==> src/rtl/tbpq_pkg.sv <==
// Shared types and constants of the three-band priority queue.
`default_nettype none

package tbpq_pkg;

   // Fixed widths of the beat fields.
   localparam int FUNC_W   = 1;
   localparam int PRIO_W   = 6;
   localparam int STATUS_W = 3;
   localparam int BAND_W   = 2;
   localparam int RPRIO_W  = 5;
   localparam int TIME_W   = 16;

   // Operation codes carried in the func field.
   localparam logic [FUNC_W-1:0] FUNC_INSERT = 1'b0;
   localparam logic [FUNC_W-1:0] FUNC_DELETE = 1'b1;

   // Result status codes.
   typedef enum logic [STATUS_W-1:0] {
      ST_INSERTED  = 3'd0,
      ST_REMOVED   = 3'd1,
      ST_DUPLICATE = 3'd2,
      ST_NOT_FOUND = 3'd3,
      ST_RANGE     = 3'd4
   } status_type;

   // Controller states.
   typedef enum logic {
      S_IDLE,
      S_EXEC
   } state_type;

   // Commands from the controller to the datapath.
   typedef struct packed {
      logic capture;
      logic execute;
   } cmd_type;

endpackage

`default_nettype wire

==> src/rtl/tbpq_if.sv <==
// Channel interfaces for request and response beats.
`default_nettype none

interface tbpq_req_if;
   logic                        valid;
   logic                        ready;
   logic [tbpq_pkg::FUNC_W-1:0] func;
   logic [tbpq_pkg::PRIO_W-1:0] priority_req;
   logic [tbpq_pkg::TIME_W-1:0] job_time;

   modport source (output valid, output func, output priority_req, output job_time,
                   input ready);
   modport sink   (input valid, input func, input priority_req, input job_time,
                   output ready);
endinterface

interface tbpq_rsp_if;
   logic                          valid;
   logic                          ready;
   logic [tbpq_pkg::STATUS_W-1:0] status;
   logic [tbpq_pkg::BAND_W-1:0]   band;
   logic [tbpq_pkg::RPRIO_W-1:0]  removed_priority;
   logic [tbpq_pkg::TIME_W-1:0]   removed_time;

   modport source (output valid, output status, output band, output removed_priority,
                   output removed_time, input ready);
   modport sink   (input valid, input status, input band, input removed_priority,
                   input removed_time, output ready);
endinterface

`default_nettype wire

==> src/rtl/tbpq_ctrl.sv <==
// Controller state machine: request capture, execution and response valid.
`default_nettype none

module tbpq_ctrl (
   input  wire logic              clock,
   input  wire logic              reset,
   input  wire logic              req_valid,
   output logic                   req_ready,
   output logic                   rsp_valid,
   input  wire logic              rsp_ready,
   output tbpq_pkg::cmd_type      cmd
);

   tbpq_pkg::state_type state_ff, state_in;
   logic                rsp_valid_ff, rsp_valid_in;
   logic                slot_free;

   // The result register can take a new result when empty or drained this cycle.
   assign slot_free = !rsp_valid_ff || rsp_ready;

   // Next state.
   always_comb begin
      state_in = state_ff;
      case (state_ff)
         tbpq_pkg::S_IDLE: begin
            if (req_valid) state_in = tbpq_pkg::S_EXEC;
         end
         tbpq_pkg::S_EXEC: begin
            if (slot_free) state_in = tbpq_pkg::S_IDLE;
         end
         default: begin
            state_in = tbpq_pkg::S_IDLE;
         end
      endcase
   end

   // Outputs and commands.
   always_comb begin
      req_ready   = 1'b0;
      cmd.capture = 1'b0;
      cmd.execute = 1'b0;
      case (state_ff)
         tbpq_pkg::S_IDLE: begin
            req_ready   = 1'b1;
            cmd.capture = req_valid;
         end
         tbpq_pkg::S_EXEC: begin
            cmd.execute = slot_free;
         end
         default: begin
            req_ready = 1'b0;
         end
      endcase
   end

   // Response valid is set by an execution and cleared when the beat is taken.
   always_comb begin
      rsp_valid_in = rsp_valid_ff;
      if (cmd.execute) rsp_valid_in = 1'b1;
      else if (rsp_ready) rsp_valid_in = 1'b0;
   end

   always_ff @(posedge clock) begin
      if (reset) begin
         state_ff     <= tbpq_pkg::S_IDLE;
         rsp_valid_ff <= 1'b0;
      end else begin
         state_ff     <= state_in;
         rsp_valid_ff <= rsp_valid_in;
      end
   end

   assign rsp_valid = rsp_valid_ff;

   // An execution never overwrites a result that is still waiting.
   a_exec_slot_free: assert property (@(posedge clock) disable iff (reset)
      cmd.execute |-> (!rsp_valid_ff || rsp_ready))
      else $error("execute while a result is pending");

   // A new result appears only right after an execution.
   a_rsp_after_exec: assert property (@(posedge clock) disable iff (reset)
      $rose(rsp_valid_ff) |-> $past(cmd.execute))
      else $error("response valid without execution");

   // An accepted request beat is always followed by the execute state.
   a_accept_to_exec: assert property (@(posedge clock) disable iff (reset)
      (req_valid && req_ready) |=> (state_ff == tbpq_pkg::S_EXEC))
      else $error("accepted beat not executed");

endmodule

`default_nettype wire

==> src/rtl/tbpq_dpath.sv <==
// Datapath: request register, occupancy bits, head encoder, time memory, result register.
`default_nettype none

module tbpq_dpath #(
   parameter int NUM_BANDS = 3,
   parameter int BAND_SIZE = 10,
   parameter int TIME_BITS = 16
) (
   input  wire logic                          clock,
   input  wire logic                          reset,
   input  wire tbpq_pkg::cmd_type             cmd,
   input  wire logic [tbpq_pkg::FUNC_W-1:0]   req_func,
   input  wire logic [tbpq_pkg::PRIO_W-1:0]   req_priority,
   input  wire logic [tbpq_pkg::TIME_W-1:0]   req_time,
   output logic [tbpq_pkg::STATUS_W-1:0]      rsp_status,
   output logic [tbpq_pkg::BAND_W-1:0]        rsp_band,
   output logic [tbpq_pkg::RPRIO_W-1:0]       rsp_removed_priority,
   output logic [tbpq_pkg::TIME_W-1:0]        rsp_removed_time
);

   localparam int SLOTS = NUM_BANDS * BAND_SIZE;
   localparam int IDX_W = (SLOTS > 1) ? $clog2(SLOTS) : 1;
   localparam int BIX_W = (NUM_BANDS > 1) ? $clog2(NUM_BANDS) : 1;
   localparam int K_W   = (BAND_SIZE > 1) ? $clog2(BAND_SIZE) : 1;

   // Request register.
   logic [tbpq_pkg::FUNC_W-1:0] func_ff, func_in;
   logic [tbpq_pkg::PRIO_W-1:0] prio_ff, prio_in;
   logic [tbpq_pkg::TIME_W-1:0] time_ff, time_in;

   // Occupancy bits and time memory.
   logic [SLOTS-1:0]     occupied_ff, occupied_in;
   logic [TIME_BITS-1:0] time_mem [SLOTS];
   logic [TIME_BITS-1:0] rd_time_ff;

   // Result register.
   tbpq_pkg::status_type        status_ff, status_in;
   logic [tbpq_pkg::BAND_W-1:0]  band_ff, band_in;
   logic [tbpq_pkg::RPRIO_W-1:0] rprio_ff, rprio_in;

   // Decode signals.
   logic                        in_range;
   logic [tbpq_pkg::PRIO_W-1:0] prio_m1;
   logic [IDX_W-1:0]            slot_idx;
   logic [BIX_W-1:0]            band_idx;
   logic [IDX_W-1:0]            band_base;
   logic [BAND_SIZE-1:0]        band_bits;
   logic [K_W-1:0]              head_k;
   logic [IDX_W-1:0]            head_addr;
   logic                        hit;
   logic                        do_write;
   logic                        do_read;

   // Capture the request beat.
   always_comb begin
      func_in = func_ff;
      prio_in = prio_ff;
      time_in = time_ff;
      if (cmd.capture) begin
         func_in = req_func;
         prio_in = req_priority;
         time_in = req_time;
      end
   end

   always_ff @(posedge clock) begin
      func_ff <= func_in;
      prio_ff <= prio_in;
      time_ff <= time_in;
   end

   // Range check, slot index and band of the requested priority.
   assign in_range = (prio_ff != '0) && (32'(prio_ff) <= SLOTS);
   assign prio_m1  = prio_ff - tbpq_pkg::PRIO_W'(1);
   assign slot_idx = IDX_W'(prio_m1);
   assign hit      = in_range && occupied_ff[slot_idx];

   always_comb begin
      band_idx = '0;
      for (int j = 1; j < NUM_BANDS; j++) begin
         if (32'(prio_m1) >= 32'(j * BAND_SIZE)) band_idx = BIX_W'(j);
      end
   end

   assign band_base = IDX_W'(32'(band_idx) * BAND_SIZE);

   // Gather the band's occupancy bits and find its lowest occupied slot.
   always_comb begin
      for (int k = 0; k < BAND_SIZE; k++) begin
         band_bits[k] = occupied_ff[IDX_W'(32'(band_base) + k)];
      end
   end

   always_comb begin
      head_k = '0;
      for (int k = BAND_SIZE - 1; k >= 0; k--) begin
         if (band_bits[k]) head_k = K_W'(k);
      end
   end

   assign head_addr = IDX_W'(32'(band_base) + 32'(head_k));

   // Outcome of the operation.
   always_comb begin
      if (!in_range) status_in = tbpq_pkg::ST_RANGE;
      else if (func_ff == tbpq_pkg::FUNC_INSERT)
         status_in = hit ? tbpq_pkg::ST_DUPLICATE : tbpq_pkg::ST_INSERTED;
      else
         status_in = hit ? tbpq_pkg::ST_REMOVED : tbpq_pkg::ST_NOT_FOUND;
   end

   assign band_in  = in_range ? tbpq_pkg::BAND_W'(32'(band_idx) + 1) : '0;
   assign rprio_in = (status_in == tbpq_pkg::ST_REMOVED) ?
                     tbpq_pkg::RPRIO_W'(32'(head_addr) + 1) : '0;
   assign do_write = cmd.execute && (status_in == tbpq_pkg::ST_INSERTED);
   assign do_read  = cmd.execute && (status_in == tbpq_pkg::ST_REMOVED);

   // Occupancy update: set on insert, clear the band head on delete.
   always_comb begin
      occupied_in = occupied_ff;
      if (do_write) occupied_in[slot_idx] = 1'b1;
      else if (do_read) occupied_in[head_addr] = 1'b0;
   end

   always_ff @(posedge clock) begin
      if (reset) begin
         occupied_ff <= '0;
      end else begin
         occupied_ff <= occupied_in;
      end
   end

   // Time memory: written on insert, head read on delete, read data registered.
   always_ff @(posedge clock) begin
      if (do_write) time_mem[slot_idx] <= TIME_BITS'(time_ff);
      if (do_read) rd_time_ff <= time_mem[head_addr];
   end

   // Result register, loaded by each execution.
   always_ff @(posedge clock) begin
      if (cmd.execute) begin
         status_ff <= status_in;
         band_ff   <= band_in;
         rprio_ff  <= rprio_in;
      end
   end

   assign rsp_status           = status_ff;
   assign rsp_band             = band_ff;
   assign rsp_removed_priority = rprio_ff;
   assign rsp_removed_time     = (status_ff == tbpq_pkg::ST_REMOVED) ?
                                 tbpq_pkg::TIME_W'(rd_time_ff) : '0;

endmodule

`default_nettype wire

==> src/rtl/three_band_priority_queue.sv <==
// Top level of the three-band priority queue.
//
// Holds up to NUM_BANDS*BAND_SIZE jobs keyed by a unique priority 1..NUM_BANDS*BAND_SIZE,
// with lower numbers more urgent. A request beat on req carries func (insert or delete),
// priority_req and job_time. An insert stores the time at the priority; a delete that
// names a present priority removes the lowest occupied priority of that band.
// Every request beat gives exactly one response beat on rsp with status, band,
// removed_priority and removed_time.
// An accepted beat is registered, executed in the execute state once the result register
// is free, and its response is then registered. The two-state sequencer (capture, then
// execute) accepts no new beat until the current one has been executed.
// When the receiver stalls the response is held in its register; the next request is
// still accepted and waits in the execute state until the response is taken.
// Reset clears the occupancy bits, so the queue starts empty.
// Stored times are kept in a memory that needs no clearing pass.
`default_nettype none

module three_band_priority_queue #(
   parameter int NUM_BANDS = 3,
   parameter int BAND_SIZE = 10,
   parameter int TIME_BITS = 16
) (
   input wire logic    clock,
   input wire logic    reset,
   tbpq_req_if.sink    req,
   tbpq_rsp_if.source  rsp
);

   tbpq_pkg::cmd_type cmd;

   // Sequencer.
   tbpq_ctrl u_ctrl (
      .clock     (clock),
      .reset     (reset),
      .req_valid (req.valid),
      .req_ready (req.ready),
      .rsp_valid (rsp.valid),
      .rsp_ready (rsp.ready),
      .cmd       (cmd)
   );

   // Store, head search and result register.
   tbpq_dpath #(
      .NUM_BANDS (NUM_BANDS),
      .BAND_SIZE (BAND_SIZE),
      .TIME_BITS (TIME_BITS)
   ) u_dpath (
      .clock                (clock),
      .reset                (reset),
      .cmd                  (cmd),
      .req_func             (req.func),
      .req_priority         (req.priority_req),
      .req_time             (req.job_time),
      .rsp_status           (rsp.status),
      .rsp_band             (rsp.band),
      .rsp_removed_priority (rsp.removed_priority),
      .rsp_removed_time     (rsp.removed_time)
   );

endmodule

`default_nettype wire
==> src/flat_wrapper.sv <==
// flat-port wrapper written by rule: the top's interface ports become plain ports
module three_band_priority_queue_flat 
#(
   parameter int NUM_BANDS = 3,
   parameter int BAND_SIZE = 10,
   parameter int TIME_BITS = 16
)
  (clock, reset, req_valid, req_func, req_priority_req, req_job_time, req_ready, rsp_valid, rsp_status, rsp_band, rsp_removed_priority, rsp_removed_time, rsp_ready);
  tbpq_req_if req_i ();
  tbpq_rsp_if rsp_i ();
  input wire logic clock;
  input wire logic reset;
  input wire logic [$bits(req_i.valid)-1:0] req_valid;
  input wire logic [$bits(req_i.func)-1:0] req_func;
  input wire logic [$bits(req_i.priority_req)-1:0] req_priority_req;
  input wire logic [$bits(req_i.job_time)-1:0] req_job_time;
  output wire logic [$bits(req_i.ready)-1:0] req_ready;
  output wire logic [$bits(rsp_i.valid)-1:0] rsp_valid;
  output wire logic [$bits(rsp_i.status)-1:0] rsp_status;
  output wire logic [$bits(rsp_i.band)-1:0] rsp_band;
  output wire logic [$bits(rsp_i.removed_priority)-1:0] rsp_removed_priority;
  output wire logic [$bits(rsp_i.removed_time)-1:0] rsp_removed_time;
  input wire logic [$bits(rsp_i.ready)-1:0] rsp_ready;
  assign req_i.valid = req_valid;
  assign req_i.func = req_func;
  assign req_i.priority_req = req_priority_req;
  assign req_i.job_time = req_job_time;
  assign req_ready = req_i.ready;
  assign rsp_valid = rsp_i.valid;
  assign rsp_status = rsp_i.status;
  assign rsp_band = rsp_i.band;
  assign rsp_removed_priority = rsp_i.removed_priority;
  assign rsp_removed_time = rsp_i.removed_time;
  assign rsp_i.ready = rsp_ready;
  three_band_priority_queue #(.NUM_BANDS(NUM_BANDS), .BAND_SIZE(BAND_SIZE), .TIME_BITS(TIME_BITS)) u_core (.clock(clock), .reset(reset), .req(req_i), .rsp(rsp_i));
endmodule
==> config.mk <==
export PLATFORM = sky130hd
export DESIGN_NAME = three_band_priority_queue_flat
export DESIGN_NICKNAME = d
export VERILOG_FILES = /design/src/rtl/tbpq_pkg.sv /design/src/rtl/tbpq_if.sv /design/src/rtl/tbpq_ctrl.sv /design/src/rtl/tbpq_dpath.sv /design/src/rtl/three_band_priority_queue.sv /design/src/flat_wrapper.sv
export SDC_FILE = /design/constraint.sdc
export NUM_CORES = 1
export LEC_CHECK = 0
export BUFFER_PORTS_ARGS = -buffer_cell sky130_fd_sc_hd__buf_2
export CELL_PAD_IN_SITES_DETAIL_PLACEMENT = 0
export CELL_PAD_IN_SITES_GLOBAL_PLACEMENT = 1
export CORE_ASPECT_RATIO = 0.75
export CORE_MARGIN = 1
export CORE_UTILIZATION = 29
export CTS_CLUSTER_DIAMETER = 60
export DETAILED_ROUTE_END_ITERATION = 10
export PLACE_DENSITY_LB_ADDON = 0.1
export SYNTH_ARGS = -nofsm -noshare
export SYNTH_HDL_FRONTEND = slang
export SYNTH_SLANG_ARGS = --single-unit
==> constraint.sdc <==
create_clock -name clock -period 7.66 [get_ports clock]
set_input_delay 1.149 -clock clock [delete_from_list [all_inputs] [get_ports clock]]
set_output_delay 1.149 -clock clock [all_outputs]
set_load 0.02 [all_outputs]
==> impl_metrics.toml <==
[sta]
max_freq_ghz = 0.142
hold_viol = 0
finalSetupViolations = 0
worst_pin_slew_ns = 1.36
slew_headroom_pct = 9.56
rsz0062_at_grt = "false"
fin_crit_sh_pct = 91.8
fin_worst_skew_ns = 0.0318
drv_slew = 0
finalCriticalPeriod_ns = 7.03
fin_tns_setup_ns = 0
holdWs_ns = 0.518

[worst_setup_path]
crit_arrival_ns = 7.40
start_kind = "register"
cpMostUsedCell = "buf_4"
crit_chain = "inv_1 > ha_1 > nor3b_1 > xor2_1 > o221a_1 > o311ai_0 > nor4_1 > nor2_1 > ha_1 > a21o_1 > a21oi_1 > buf_4 > xnor2_2 > buf_4 > nor3_2 > buf_4 > a221oi_1 > mux2_2 > o2111ai_1 > or4_1"
crit_type = "reg2reg"
cp-startpoint = "u_core.u_dpath.prio_ff[1]"
cp.required_ns = 8.03
crit_path_max_incr_delay_ns = 0.66
cpMaxStageDelayCell = "xnor2_2"
cp_max_fo = 14
r2r_start = "u_core.u_dpath.prio_ff[1]"
end_kind = "register"

[floorplanning]
io_pins = 55
die_area_sq_um = 81100
start_util_pct = 29.4
dieWidth_microns = 329
core-area_sq_um = 79000
die_y_microns = 247
num_rows = 89

[detailed_routing]
wirelength_microns = 90600
ant_nets = 0
drc_errors = 22
detailedRoute.firstIterationViolations = 1964
firstDrtPassIters = 9
vias = 15500
wl_per_cell_microns = 32.6
viasPerCell = 5.60

[clock_network]
ctsLongestPathBuffers = 3
clock_latency_ns = 0.64
cts_hold_buf = 0
h-tree-depth = 2
cts_setup_buffers = 0
cts.repair.resized = 0
root_buffer = "clkbuf_16"
path_clk_slew_ns = 0.06
cts_sinks = 561
cts_tree = "yes"
cts_buffers = 60

[place]
portBuffers = 54
gp_congestion = 0.854
hpwl_microns = 56100
dp_cells = 2669
dpl_cell_area_sq_um = 25100

[global_routing]
grt_pass1_wl_microns = 124000
grt_max_degree = 34
grt_pass1_vias = 14800
gr-total-overflow = 0
grt_antenna_before_repair = 4
grt_usage_pct = 22.3

[power_and_ir_drop]
power.leakage_uw = 0.00881
ir_worst_vdd_mv = 0.147
pwr_density_cell_nw_per_um2 = 282

[synthesis]
syn-num-nets = 1641
synth_top_family_by_area = "compound AO/OA/AOI/OAI gates"
synthAdderAreaFrac_pct = 0.680
synth_compound_area_share_pct = 14.2
ys_seq_area_share_pct = 71.3
synth_edf_count = 529
synth_cell_types = 74
yosys_warnings = 0
synth_xor_area_share_pct = 0.415
postSynthAreaPerCell_sq_um = 14.5
synthFlopType = "edfxtp_1"
muxShareOfSynthArea_pct = 2.26
synthArstFlopShare_pct = 0
synthCells = 1602
synth-seq-cells = 561
synth_area_sq_um = 23200
yosys.area_share.simple_pct = 8.91

[cells_and_area]
area_growth_syn_to_layout_pct = 16.1
stdcell_count = 2776
drive_gt1_share_pct = 16.4
design_area_sq_um = 26900
utilization_pct = 34.1
final_nets = 1724

[flow_run]
maxCapViolCount = 0

[hold_path]
holdCritPathClass = "reg2reg"
min-delay-start = "u_core.u_dpath.occupied_ff[16]"

[status]
violations = "design-rule violations"
status = "finished with violations"
-- state kept, by name (all words and copies together), names as in the netlist --
signal and flops:
u_core.u_dpath.time_ff 16, u_core.u_dpath.rd_time_ff 16, u_core.u_dpath.func_ff 1, u_core.u_dpath.occupied_ff 30, u_core.u_ctrl.state_ff 1, u_core.u_dpath.rsp_band 2
u_core.u_dpath.rsp_status 3, u_core.u_ctrl.rsp_valid 1, u_core.u_dpath.rsp_removed_priority 5, u_core.u_dpath.prio_ff 6, u_core.u_dpath.time_mem 480
-- path summary, 6_finish.rpt --
check / slack (ns) / cells after the start / endpoint
min: 0.52 / 2 / u_core.u_dpath.occupied_ff[16]
min reg2reg: 0.52 / 2 / u_core.u_dpath.occupied_ff[16]
max: 0.63 / 20 / u_core.u_dpath.rd_time_ff[12]
max reg2reg: 0.63 / 20 / u_core.u_dpath.rd_time_ff[12]
-- cells in the final DEF (no fill, tap or decap), types with 10 or more instances in the layout --
master / n
and2_1: 32
inv_1: 19
buf_4: 70
a22o_1: 34
and3_1: 41
o22ai_1: 13
a221oi_1: 29
a211oi_1: 39
clkbuf_1: 15
a222oi_1: 34
a22oi_1: 63
and3_2: 16
o21ai_0: 38
clkbuf_16: 61
a31oi_1: 18
clkinv_1: 11
o21bai_1: 10
mux2i_1: 15
nand2_1: 127
buf_2: 54
ha_1: 11
mux2_2: 15
edfxtp_1: 529
nor3_1: 20
dfxtp_1: 32
nor2_1: 54
o211ai_1: 19
nand3_1: 61
a21oi_1: 46
-- cell type report --
cell class / count / area [sq um]
Antenna cell: 1 / 2.50
Clock buffer: 76 / 1580
Clock inverter: 30 / 240
Fill cell: 7645 / 52000
Inverter: 21 / 78.8
Multi-Input combinational cell: 915 / 6360
Sequential cell: 561 / 16500
Tap cell: 1046 / 1310
Timing Repair Buffer: 126 / 836
-- power breakdown --
part / switching, uW / internal, uW / leakage (uW) / total [uW]
sequential: 50.0 / 3400 / 0.00503 / 3450
combinational: 929 / 424 / 0.00288 / 1350
clock: 1230 / 1550 / 0.000897 / 2790
total: 2210 / 5380 / 0.00881 / 7590
-- through the flow --
stage	worst slack [ns]	total power (uW)
2_1_floorplan	1.13	4230
3_5_place_dp	0.847	4850
4_1_cts	0.800	7640
6_report	0.630	7590
3_3_place_gp	0.907	4850
5_1_grt	0.261	7850
-- cells in the mapped netlist (22+ instances only) --
cell      number  share of area (%)
edfxtp_1     529                 68
mux2i_1       22               0.95
and3_1        57                1.5
nand2_1      127                2.1
and2_1        32               0.86
a221oi_1      30                1.1
clkbuf_1      70                1.1
nand3_1       61                1.3
a22o_1        34                1.3
a211oi_1      40                1.3
o21ai_0       38               0.82
a222oi_1      34                1.5
a22oi_1       63                2.0
nor3_1        26               0.56
dfxtp_1       32                2.8
a21oi_1       47                1.0
nor2_1        60               0.97
-- critical path: cells and delay by family (launching register included) --
kind | cells | cell delay [ns]
buffers and inverters | 4 | 0.90
adder cells (fa/ha/maj) | 2 | 0.77
AND/OR/NAND/NOR | 5 | 1.71
XOR/XNOR | 2 | 0.98
multiplexers | 1 | 0.26
flip-flops | 1 | 0.54
AO/OA/AOI/OAI | 6 | 1.56
-- layer usage --
layer / up-vias / track usage (%) / part of all wire (%)
met5: - / 0 / 0
met4: 0 / 4.30 / 1.6
met3: 93 / 3.30 / 6.8
met2: 697 / 32.2 / 42
met1: 8098 / 34.8 / 50
li1: 6655 / - / -
-- logic make-up (layout without fill, tap and decap cells) --
kind of cell,after synthesis,in the layout
buf+inv,126,253
compound gates,431,431
mux,44,44
xor+xnor,11,11
simple gates,417,417
flops,561,561
fa+ha+maj,12,12
other cells,0,1
(Power assumes the default switching activity.)
